$ cat config.mk
export PLATFORM = sky130hd
export DESIGN_NAME = lcf_ctrl
export DESIGN_NICKNAME = d
export VERILOG_FILES = /design/src/hw/rtl/lcf_pkg.sv /design/src/hw/rtl/lcf_ctrl.sv
export SDC_FILE = /design/constraint.sdc
export NUM_CORES = 1
export LEC_CHECK = 0
export BUFFER_PORTS_ARGS = -buffer_cell sky130_fd_sc_hd__buf_2
export CAP_MARGIN = 20
export CORE_AREA = 10 10 47 49
export DETAILED_ROUTE_END_ITERATION = 10
export DIE_AREA = 0 0 57 59
export HOLD_SLACK_MARGIN = 0.05
export PLACE_DENSITY = 0.42
export SYNTH_ARGS = -nofsm -noshare
export SYNTH_HDL_FRONTEND = slang
export SYNTH_SLANG_ARGS = --single-unit
$ cat constraint.sdc
create_clock -name i_clk -period 3.7 [get_ports i_clk]
set_input_delay 0.555 -clock i_clk [delete_from_list [all_inputs] [get_ports i_clk]]
set_output_delay 0.555 -clock i_clk [all_outputs]
set_load 0.005 [all_outputs]
$ cat src/hw/rtl/lcf_pkg.sv
// shared types, register codes and reset values for the comet trail fader
package lcf_pkg;

    localparam int PIXEL_COUNT_DEF = 64;

    // config register indexes
    localparam logic [2:0] REG_ENABLE     = 3'd0;
    localparam logic [2:0] REG_FADE_DELAY = 3'd1;
    localparam logic [2:0] REG_RING_SPEED = 3'd2;
    localparam logic [2:0] REG_FADE_RATE  = 3'd3;
    localparam logic [2:0] REG_SEED_RED   = 3'd4;
    localparam logic [2:0] REG_SEED_GREEN = 3'd5;
    localparam logic [2:0] REG_SEED_BLUE  = 3'd6;

    localparam logic        ENABLE_RST     = 1'b1;
    localparam logic [7:0]  FADE_DELAY_RST = 8'd2;
    localparam logic [7:0]  RING_SPEED_RST = 8'd6;
    localparam logic [15:0] FADE_RATE_RST  = 16'd64553;

    // 1.0 in unsigned 8.8
    localparam logic [15:0] ONE_FIX = 16'h0100;

    typedef enum logic [2:0] {
        S_CLEAR,
        S_IDLE,
        S_SEED_RD,
        S_SEED_WR,
        S_FADE_RD,
        S_FADE_WR
    } t_state;

    typedef struct packed {
        logic clr_wr;     // write zero at walk index, advance
        logic tick_step;  // accepted live tick: update counters and head
        logic seed_rd;    // read head pixel
        logic seed_wr;    // seed head pixel if it is dim
        logic fade_rd;    // read pixel at walk index
        logic fade_wr;    // report, write back faded pixel, advance
    } t_cmd;

    typedef struct packed {
        logic tick_en;    // tick bit set and block enabled
        logic head_move;  // this tick moves the head
        logic fade_due;   // this tick runs a fade pass
        logic pass_pend;  // fade pass pending after seeding
        logic idx_last;   // walk index on last pixel
        logic out_free;   // output register can take a new result
    } t_status;

endpackage

$ cat src/hw/rtl/lcf_ctrl.sv
// sequencer for clearing, head seeding and fade passes
module lcf_ctrl (
    input  logic             i_clk,
    input  logic             i_rst_n,
    input  logic             i_in_valid,
    output logic             o_in_ready,
    input  lcf_pkg::t_status i_status,
    output lcf_pkg::t_cmd    o_cmd
);

    lcf_pkg::t_state r_state;
    lcf_pkg::t_state n_state;

    always_ff @(posedge i_clk) begin
        if (!i_rst_n) begin
            r_state <= lcf_pkg::S_CLEAR;
        end else begin
            r_state <= n_state;
        end
    end

    always_comb begin
        n_state = r_state;
        unique case (r_state)
            lcf_pkg::S_CLEAR: begin
                if (i_status.idx_last) begin
                    n_state = lcf_pkg::S_IDLE;
                end
            end
            lcf_pkg::S_IDLE: begin
                if (i_in_valid && i_status.tick_en) begin
                    priority if (i_status.head_move) begin
                        n_state = lcf_pkg::S_SEED_RD;
                    end else if (i_status.fade_due) begin
                        n_state = lcf_pkg::S_FADE_RD;
                    end else begin
                        n_state = lcf_pkg::S_IDLE;
                    end
                end
            end
            lcf_pkg::S_SEED_RD: n_state = lcf_pkg::S_SEED_WR;
            lcf_pkg::S_SEED_WR: begin
                n_state = i_status.pass_pend ? lcf_pkg::S_FADE_RD : lcf_pkg::S_IDLE;
            end
            lcf_pkg::S_FADE_RD: n_state = lcf_pkg::S_FADE_WR;
            lcf_pkg::S_FADE_WR: begin
                if (i_status.out_free) begin
                    n_state = i_status.idx_last ? lcf_pkg::S_IDLE : lcf_pkg::S_FADE_RD;
                end
            end
            default: n_state = lcf_pkg::S_IDLE;
        endcase
    end

    always_comb begin
        o_cmd      = '0;
        o_in_ready = 1'b0;
        unique case (r_state)
            lcf_pkg::S_CLEAR: o_cmd.clr_wr = 1'b1;
            lcf_pkg::S_IDLE: begin
                o_in_ready      = 1'b1;
                o_cmd.tick_step = i_in_valid && i_status.tick_en;
            end
            lcf_pkg::S_SEED_RD: o_cmd.seed_rd = 1'b1;
            lcf_pkg::S_SEED_WR: o_cmd.seed_wr = 1'b1;
            lcf_pkg::S_FADE_RD: o_cmd.fade_rd = 1'b1;
            lcf_pkg::S_FADE_WR: o_cmd.fade_wr = i_status.out_free;
            default: o_cmd = '0;
        endcase
    end

    // the ready is only raised where a tick can be taken
    a_ready_idle: assert property (@(posedge i_clk) disable iff (!i_rst_n)
        o_in_ready |-> !(o_cmd.seed_rd || o_cmd.fade_rd || o_cmd.clr_wr))
        else $error("input ready outside idle");
    // a seed read is always followed by the seed decision
    a_seed_pair: assert property (@(posedge i_clk) disable iff (!i_rst_n)
        o_cmd.seed_rd |=> o_cmd.seed_wr)
        else $error("seed read not followed by seed write");

endmodule

==> results of run 1 <==
## placed cells by master, fill, tap and decap left out
master    count
a211oi_1      1
a21oi_1       5
a22o_1        1
a311o_1       1
a31oi_1       1
and3_1        1
and3_2        1
and3b_1       1
and4_4        1
and4b_1       1
buf_2        15
clkbuf_1      1
clkbuf_4      3
dfxtp_1       3
inv_1         1
inv_6         1
nand2_1       2
nand2b_1      1
nand3_1       1
nor2_1        2
nor3_1        2
nor3b_1       1
nor3b_2       1
nor4b_2       1
o41ai_1       2
## layout make-up
| class | count | area, sq um | area share (%) |
|---|---|---|---|
| well taps | 16 | 20.0 | 5.21 |
| flip-flops and latches | 3 | 60.1 | 15.6 |
| inverters | 2 | 12.5 | 3.26 |
| repair buffers | 15 | 75.1 | 19.5 |
| clock buffers | 4 | 26.3 | 6.84 |
| multi-input cells | 27 | 190 | 49.5 |
## worst max-delay path by stage
stage,start,end,slack (ns)
global placement,r_state[0]$_SDFFE_PN0P_,o_cmd[4],2.03
finish,r_state[0]$_SDFFE_PN0P_,o_cmd[4],1.76
CTS,r_state[0]$_SDFFE_PN0P_,o_cmd[4],1.76
detailed placement,r_state[0]$_SDFFE_PN0P_,o_cmd[4],2.01
floorplan,r_state[2]$_SDFFE_PN0P_,o_cmd[4],2.28
global route,r_state[0]$_SDFFE_PN0P_,o_cmd[4],1.65
## through the flow
stage | setup WS, ns | area, sq um | util, % | cells
2_1_floorplan | 2.28 | 284 | - | 35
3_3_place_gp | 2.03 | 358 | 25.5 | 63
3_5_place_dp | 2.01 | 358 | 25.5 | 63
4_1_cts | 1.76 | 384 | 27.4 | 67
5_1_grt | 1.65 | 384 | 27.4 | 67
6_report | 1.76 | 384 | 27.4 | 67
## power breakdown
group / switching [mW] / internal [mW] / total [mW]
clock: 0.0153 / 0.0403 / 0.0556
combinational: 0.00978 / 0.0119 / 0.0216
sequential: 0.00483 / 0.0341 / 0.0389
## kinds of logic after synthesis
kind of cell	Yosys count
and+or+nand+nor	16
AOI/OAI and AO/OA	11
buffers and inverters	5
DFF	3
## routing by layer
| layer | up-vias | share of wire [%] | routed length, um |
|---|---|---|---|
| met5 | - | 0 | 0 |
| met4 | 0 | 1.9 | 17 |
| met2 | 17 | 40 | 363 |
| li1 | 169 | - | - |
| met3 | 2 | 7.4 | 67 |
| met1 | 132 | 50 | 455 |
## worst max-delay path, cell delays in order (launching register included)
cell     delay (ns)
dfxtp_1        0.54
nor3b_2        0.33
and3_1         0.19
buf_2          0.11
==> run metrics, run 1 <==
status finished, final reports clean; total power 0.116 mW; initial antenna violation count 0; setup repair bufs after CTS 0; vias per cell 4.78; Crit Path Max Fanout 13; MaxCap Viol Count 0; fin crit share 52.5%; mux contribution to synthesized area 0%; # clock sinks 3; FF-to-FF Start r_state[2]$_SDFFE_PN0P_; final setup fails 0; setup_tns 0 ns; number of flops mapped to enable cells by yosys 0; met1 GRT Util 6.24%; Post-DP HPWL 695 um; Reg2Reg Capture Point r_state[2]$_SDFFE_PN0P_; final WL 904 um; GR Util met2 7.91%; crit path launch type flip-flop; combinational family with the most area after synthesis simple AND/OR/NAND/NOR gates; Synth Area in Adders 0%; cells on worst reg2reg path 4; HP Start i_rst_n; Netlist cell types 24; Tightest Hold Check Type primary input to flip-flop; compound-gate portion of the synthesized area 26.4%; number of flip-flops in the largest register 3; Post-synth top cells 5 x a21oi_1, 3 x dfxtp_1; Worst Path Required 3.14 ns; hold_buf cts 0; share of cells above drive strength 1 45.1%; hold endpoint r_state[2]$_SDFFE_PN0P_; root buffer cell clkbuf_4; DR vias 320; Leak 0.185 nW; Residual DRC 0; Nets 61; Post-Syn Instances 35; Worst-path clk slew 0.04 ns; top flop regs r_state: 3 flops; Congestion Overflow GR 0; placer congestion estimate 0.714; IO buf count 15; Final Hold Violating Endpoints 0; RSZ-0062 raised after global routing false; Primary FF master, synth dfxtp_1; Initial Utilization 20.3%; syn nets 44; Synth top area share 21.1%; grt peak-use layer met2; Worst Hold Depth 2; Biggest register r_state; ys async rst share 0%; synth top area cells dfxtp_1 21%, a21oi_1 8.8%, o41ai_1 6.2%; ANT cells 0; clk_skew 0.00384 ns; Clock Latency Late Sink 0.23 ns; Max VDD drop 0.106 mV; Slew HR 68.6%; crit path kind flip-flop to primary output; die height 59 um; met3 GRT Util 2.79%; sequential area share after synthesis 21.1%; post-synthesis simple-gate area fraction 40.5%; YS warnings 0; cts bufs inserted 3; R2R Setup Slk 2.27 ns; slew of the pin with the lowest slew margin 0.471 ns; Max Clk Rate 515 MHz; clk buf depth 2; register bit total from synthesis 3; first-pass GRT wire length 1500 um; drt pass-1 iters 4; Layout area overhead 35.2%; post-synthesis xor/xnor area fraction 0%; DRC violation total after the first TritonRoute iteration 10; H-tree Lvls 1; CTS tree built; Avg Cell Area, Syn 8.11 sq um; global-route usage over all layers 5.56%; Final Hold Slack 0.593 ns; I/O pins 16; min Tclk post-route 1.94 ns; crit path DAT 1.39 ns; cell row count 14; max-slew violation count 0; Die X 57 um; pin count of the biggest net entering global routing 15; vias in the first global route 361; Synth Cell Area 284 sq um; post-DR wirelength/cell 13.5 um; post_cts resized 0; Power Dens Cells 302 nW/um^2; Final ANT Viol Nets 0; top cell type by total area after synthesis dfxtp_1; core footprint 1400 sq um; Fill cells 168; most common cell in the netlist a21oi_1; Total Die Area 3360 sq um; Crit. End Element primary output
No activity file was read; power rests on OpenSTA's default activity.
==> run 2: changes to the inputs <==
- ABC_AREA: default -> 1
- PLACE_DENSITY: 0.42 -> 0.44
- clock period: 3.7 -> 1.65 ns (I/O delays scaled with it)
==> run 2 against run 1 <==
  * Synthesized cell count increased by 40%
  * Critical path depth unchanged
  * Sequential cell count unchanged
  * Largest power group unchanged
  * Cell area increased by 6.5%
  * Largest cell class unchanged
  * Critical path type unchanged
  * Register-to-register slack got worse by 1.8 ns
  * Die area unchanged
  * Combinational power increased to 3.7 times the previous value
  * Critical endpoint is now o_cmd[0]
  * Total power increased to 2.6 times the previous value
  * First-iteration DRC count decreased by 100%
==> run metrics, run 2 <==
cells on worst reg2reg path 7 (was 4); clock power share 42.3% (was 47.9%); Synth Cell Area 295 sq um (was 284 sq um); ANT cells 0 (unchanged); Netlist cell types 14 (was 24); Die X 57 um (unchanged); cell row count 14 (unchanged); Primary FF master, synth dfxtp_1 (unchanged); slew of the pin with the lowest slew margin 0.416 ns (was 0.471 ns); # clock sinks 3 (unchanged); most frequent cells in the layout 15 x buf_2, 11 x nor2_1, 9 x nand2_1 (was 15 x buf_2, 5 x a21oi_1, 3 x clkbuf_4, 3 x dfxtp_1); cts bufs inserted 3 (unchanged); Post-synth top cells 11 x nor2_1, 9 x nand2_1, 6 x inv_1, 4 x inv_2 (was 5 x a21oi_1, 3 x dfxtp_1); Final ANT Viol Nets 0 (unchanged); DRC violation total after the first TritonRoute iteration 0 (was 10); Synth top area share 20.3% (was 21.1%); post-DR wirelength/cell 9.65 um (was 13.5 um); RSZ-0062 raised after global routing false (unchanged); Avg Cell Area, Syn 6.03 sq um (was 8.11 sq um); Final Hold Violating Endpoints 0 (unchanged); most common cell in the netlist nor2_1 (was a21oi_1); fin crit share 86.6%; I/O pins 16 (unchanged); vias per cell 4.23 (was 4.78); Congestion Overflow GR 0 (unchanged); global-route usage over all layers 5.01% (was 5.56%); first-pass GRT wire length 1350 um (was 1500 um); final setup fails 0 (unchanged); setup_tns 0 ns (unchanged); ys async rst share 0% (unchanged); MaxCap Viol Count 0 (unchanged); Register Area 60.1 sq um (unchanged); clk_skew 0.00359 ns (was 0.00384 ns); NetSw 0.0945 mW (was 0.0299 mW); crit path launch type flip-flop (unchanged); CTS tree built (unchanged); vias in the first global route 343 (was 361); H-tree Lvls 1 (unchanged); Final Hold Slack 0.262 ns (was 0.593 ns); share of cells above drive strength 1 43.3% (was 45.1%); switching fraction of total power 31.5% (was 25.7%); status finished, final reports clean (unchanged); clk buf depth 2 (unchanged); Max VDD drop 0.460 mV (was 0.106 mV); YS warnings 0 (unchanged); max-slew violation count 0 (unchanged); Layout area overhead 38.6% (was 35.2%); drt pass-1 iters 1 (was 4); Pint 0.205 mW (was 0.0862 mW); syn nets 58 (was 44); sequential area share after synthesis 20.3% (was 21.1%); top flop regs r_state: 3 flops (unchanged); Fill cells 169 (was 168); crit path DAT 1.18 ns (was 1.39 ns); placer congestion estimate 0.731 (was 0.714); number of flip-flops in the largest register 3 (unchanged); crit path kind flip-flop to primary output (unchanged); Biggest register r_state (unchanged); multi-input logic area 190 sq um (unchanged); initial antenna violation count 0 (unchanged); die height 59 um (unchanged); Max Clk Rate 700 MHz; root buffer cell clkbuf_4 (unchanged); Leak 0.238 nW (was 0.185 nW); core footprint 1400 sq um (unchanged); Slew HR 72.2% (was 68.6%); Flop pwr share 30.7% (was 33.5%); Power Dens Cells 733 nW/um^2 (was 302 nW/um^2); Total Die Area 3360 sq um (unchanged); Post-Syn Instances 49 (was 35); hold_buf cts 0 (unchanged); Tightest Hold Check Type primary input to flip-flop (unchanged); Nets 77 (was 61); Post-DP HPWL 675 um (was 695 um); number of flops mapped to enable cells by yosys 0 (unchanged); post_cts resized 0 (unchanged); Worst-path clk slew 0.03 ns (was 0.04 ns); Worst Path Required 1.40 ns (was 3.14 ns); setup repair bufs after CTS 0 (unchanged); Initial Utilization 21.1% (was 20.3%); pin count of the biggest net entering global routing 11 (was 15); Crit. End Element primary output (unchanged); Residual DRC 0 (unchanged); IO buf count 15 (unchanged); Crit Path Max Fanout 10 (was 13); Worst Hold Depth 3 (was 2); top cell type by total area after synthesis dfxtp_1 (unchanged); commonest non-fill, non-tap cell in the layout buf_2 (unchanged); final WL 801 um (was 904 um); min Tclk post-route 1.43 ns; Clock Latency Late Sink 0.23 ns (about the same); DR vias 351 (was 320); synth top area cells dfxtp_1 20%, nor2_1 14%, nand2_1 11% (was dfxtp_1 21%, a21oi_1 8.8%, o41ai_1 6.2%); register bit total from synthesis 3 (unchanged); Comb pwr share 27.0% (was 18.6%)
[run 2: cell families after synthesis]
logic type	after synthesis	synth area share [%]
and+or+nand+nor	33	61.0
buffers and inverters	11	15.3
AOI/OAI and AO/OA	2	3.39
DFF	3	20.3
[run 2: worst paths after layout]
kind	slack (ns)	from	to
min reg2reg	0.61	r_state[2]$_SDFFE_PN0P_	r_state[2]$_SDFFE_PN0P_
max	0.22	r_state[0]$_SDFFE_PN0P_	o_cmd[0]
min	0.26	i_rst_n	r_state[0]$_SDFFE_PN0P_
max reg2reg	0.43	r_state[0]$_SDFFE_PN0P_	r_state[0]$_SDFFE_PN0P_
[run 2: through the flow]
stage | instances | total power, mW | utilization, % | instance area, sq um | worst slack, ns
floorplan | 49 | 0.149 | - | 295 | 0.621
global route | 83 | 0.325 | 29.2 | 409 | 0.110
global placement | 79 | 0.177 | 27.3 | 383 | 0.419
CTS | 83 | 0.309 | 29.2 | 409 | 0.206
detailed placement | 79 | 0.176 | 27.3 | 383 | 0.425
finish | 83 | 0.300 | 29.2 | 409 | 0.222
[run 2: metal layers]
layer / part of all wire [%] / global-route usage, %
met1: 50 / 5.33
met2: 38 / 6.98
met3: 10 / 4.29
met4: 1.2 / 2.01
met5: 0 / 0
[run 2: layout make-up]
cell class | instances | share of cell area (%)
inverters | 10 | 9.17
repair buffers | 15 | 18.3
flip-flops and latches | 3 | 14.7
multi-input cells | 35 | 46.5
clock buffers | 4 | 6.42
well taps | 16 | 4.89
[run 2: power by group through the flow]
stage	logic [mW]	registers, mW	clock network [mW]
finish	0.0808	0.0922	0.127
global route	0.0924	0.0936	0.139
CTS	0.0831	0.0918	0.134
detailed placement	0.0825	0.0933	0
global placement	0.0837	0.0936	0
floorplan	0.0660	0.0829	0
[run 2: critical path, stage by stage, from the launching register on]
cell     delay [ns]
dfxtp_1        0.56
nand3_1        0.16
nor2_1         0.11
buf_2          0.12
==> run 3: changes to the inputs <==
- PLACE_DENSITY: 0.44 -> 0.43
- clock period: 1.65 -> 1.8 ns (I/O delays scaled with it)
==> run 3 against run 2 <==
  * Utilization is the same
  * Sequential share of layout area unchanged
  * Sequential power fell by 8.6%
  * Global-route usage grew 0.22 points
  * Die area stayed put
==> run metrics, run 3 (same netlist as run 2, synthesis figures left out) <==
setup_tns 0 ns (unchanged); top flop regs r_state: 3 flops (unchanged); RSZ-0062 raised after global routing false (unchanged); I/O pins 16 (unchanged); Crit Path Max Fanout 10 (unchanged); clk_skew 0.00182 ns (was 0.00359 ns); hold_buf cts 0 (unchanged); setup slack at placement 0.575 ns (was 0.425 ns); post-DR wirelength/cell 10.2 um (was 9.65 um); Register Area 60.1 sq um (unchanged); Power Dens Cells 686 nW/um^2 (was 733 nW/um^2); number of flip-flops in the largest register 3 (unchanged); Fill cells 175 (was 169); Final Hold Violating Endpoints 0 (unchanged); drt pass-1 iters 4 (was 1); IO buf count 15 (unchanged); final WL 843 um (was 801 um); cts bufs inserted 3 (unchanged); MaxCap Viol Count 0 (unchanged); pin count of the biggest net entering global routing 11 (unchanged); Biggest register r_state (unchanged); Final ANT Viol Nets 0 (unchanged); placer congestion estimate 0.692 (was 0.731); share of cells above drive strength 1 43.3% (unchanged); FF-to-FF Start r_state[0]$_SDFFE_PN0P_ (unchanged); cell row count 14 (unchanged); fin worst setup slack 0.355 ns (was 0.222 ns); Total Die Area 3360 sq um (unchanged); multi-input logic area 190 sq um (unchanged); Max Used Layer met3 (was met4); Final Hold Slack 0.281 ns (was 0.262 ns); die height 59 um (unchanged); Final Instance Area 409 sq um (unchanged); post_cts resized 0 (unchanged); delay-heaviest family, CP flip-flops (unchanged); max-slew violation count 0 (unchanged); Slew HR 72.8% (was 72.2%); M1 WL 366 um (was 404 um); Post-DP HPWL 704 um (was 675 um); vias in the first global route 350 (was 343); DRC violation total after the first TritonRoute iteration 13 (was 0); Buf/Inv on CP 1 (unchanged); Non-Filler Instances 83 (unchanged); crit-path cells nand3_1, nor2_1, buf_2 (unchanged); Residual DRC 0 (unchanged); initial antenna violation count 0 (unchanged); root buffer cell clkbuf_4 (unchanged); H-tree Lvls 1 (unchanged); dpl cell area 383 sq um (unchanged); Worst Path Required 1.53 ns (was 1.40 ns); commonest non-fill, non-tap cell in the layout buf_2 (unchanged); # clock sinks 3 (unchanged); ANT cells 0 (unchanged); DR vias 359 (was 351); Die X 57 um (unchanged); total power 0.281 mW (was 0.300 mW); HP Start i_rst_n (unchanged); Layout area overhead 38.6% (unchanged); Worst-path clk slew 0.04 ns (was 0.03 ns); slew of the pin with the lowest slew margin 0.408 ns (was 0.416 ns); final setup fails 0 (unchanged); first-pass GRT wire length 1410 um (was 1350 um); slowest stage cell, crit path dfxtp_1 (unchanged); Max Clk Rate 692 MHz; most frequent cells in the layout 15 x buf_2, 11 x nor2_1, 9 x nand2_1 (unchanged); crit path launch type flip-flop (unchanged); CTS tree built (unchanged); Nets 77 (unchanged); Crit. End Element primary output (unchanged); dpl cells 79 (unchanged); status finished, final reports clean (unchanged); crit path kind flip-flop to primary output (unchanged); DR WL met3 89 um (was 81 um); vias per cell 4.33 (was 4.23); Clock Latency Late Sink 0.24 ns (was 0.23 ns); Max VDD drop 0.358 mV (was 0.460 mV); Initial Utilization 21.1% (unchanged); Congestion Overflow GR 0 (unchanged); final core occ 29.2% (unchanged); delay of the slowest cell on the worst path 0.56 ns (about the same); min Tclk post-route 1.45 ns; crit path DAT 1.18 ns (about the same); setup repair bufs after CTS 0 (unchanged); Tightest Hold Check Type primary input to flip-flop (unchanged); core footprint 1400 sq um (unchanged); global-route usage over all layers 5.23% (was 5.01%); crit path from r_state[0]$_SDFFE_PN0P_ (unchanged); Leak 0.238 nW (unchanged); clk buf depth 2 (unchanged); fin crit share 80.3%; met2 WL 387 um (was 304 um)
[run 3: layer usage]
metal	up-vias	GRT usage (%)
met5	-	0
met4	0	2.01
met3	0	3.22
met2	15	7.60
met1	154	6.06
li1	190	-
[run 3: final timing paths]
path              slack, ns                       to  cells past startpoint
hold reg to reg        0.62  r_state[2]$_SDFFE_PN0P_                      2
hold / removal         0.28  r_state[0]$_SDFFE_PN0P_                      3
setup reg to reg       0.56  r_state[0]$_SDFFE_PN0P_                      7
setup / recovery       0.35                 o_cmd[0]                      3
[run 3: layout make-up]
cell class / instances / area share (%)
clock buffers: 4 / 6.42
inverters: 10 / 9.17
multi-input cells: 35 / 46.5
flip-flops and latches: 3 / 14.7
well taps: 16 / 4.89
repair buffers: 15 / 18.3
[run 3: where the power goes]
| group | total [mW] | leakage (nW) | internal, mW | switching [mW] |
|---|---|---|---|---|
| clock | 0.121 | 0.0150 | 0.0833 | 0.0380 |
| sequential | 0.0843 | 0.0246 | 0.0717 | 0.0126 |
| combinational | 0.0753 | 0.198 | 0.0335 | 0.0418 |
[run 3: tightest hold or removal path: cells and delay by family]
family                 cells  cell delay (ns)
AND/OR/NAND/NOR            2             0.10
buffers and inverters      1             0.10
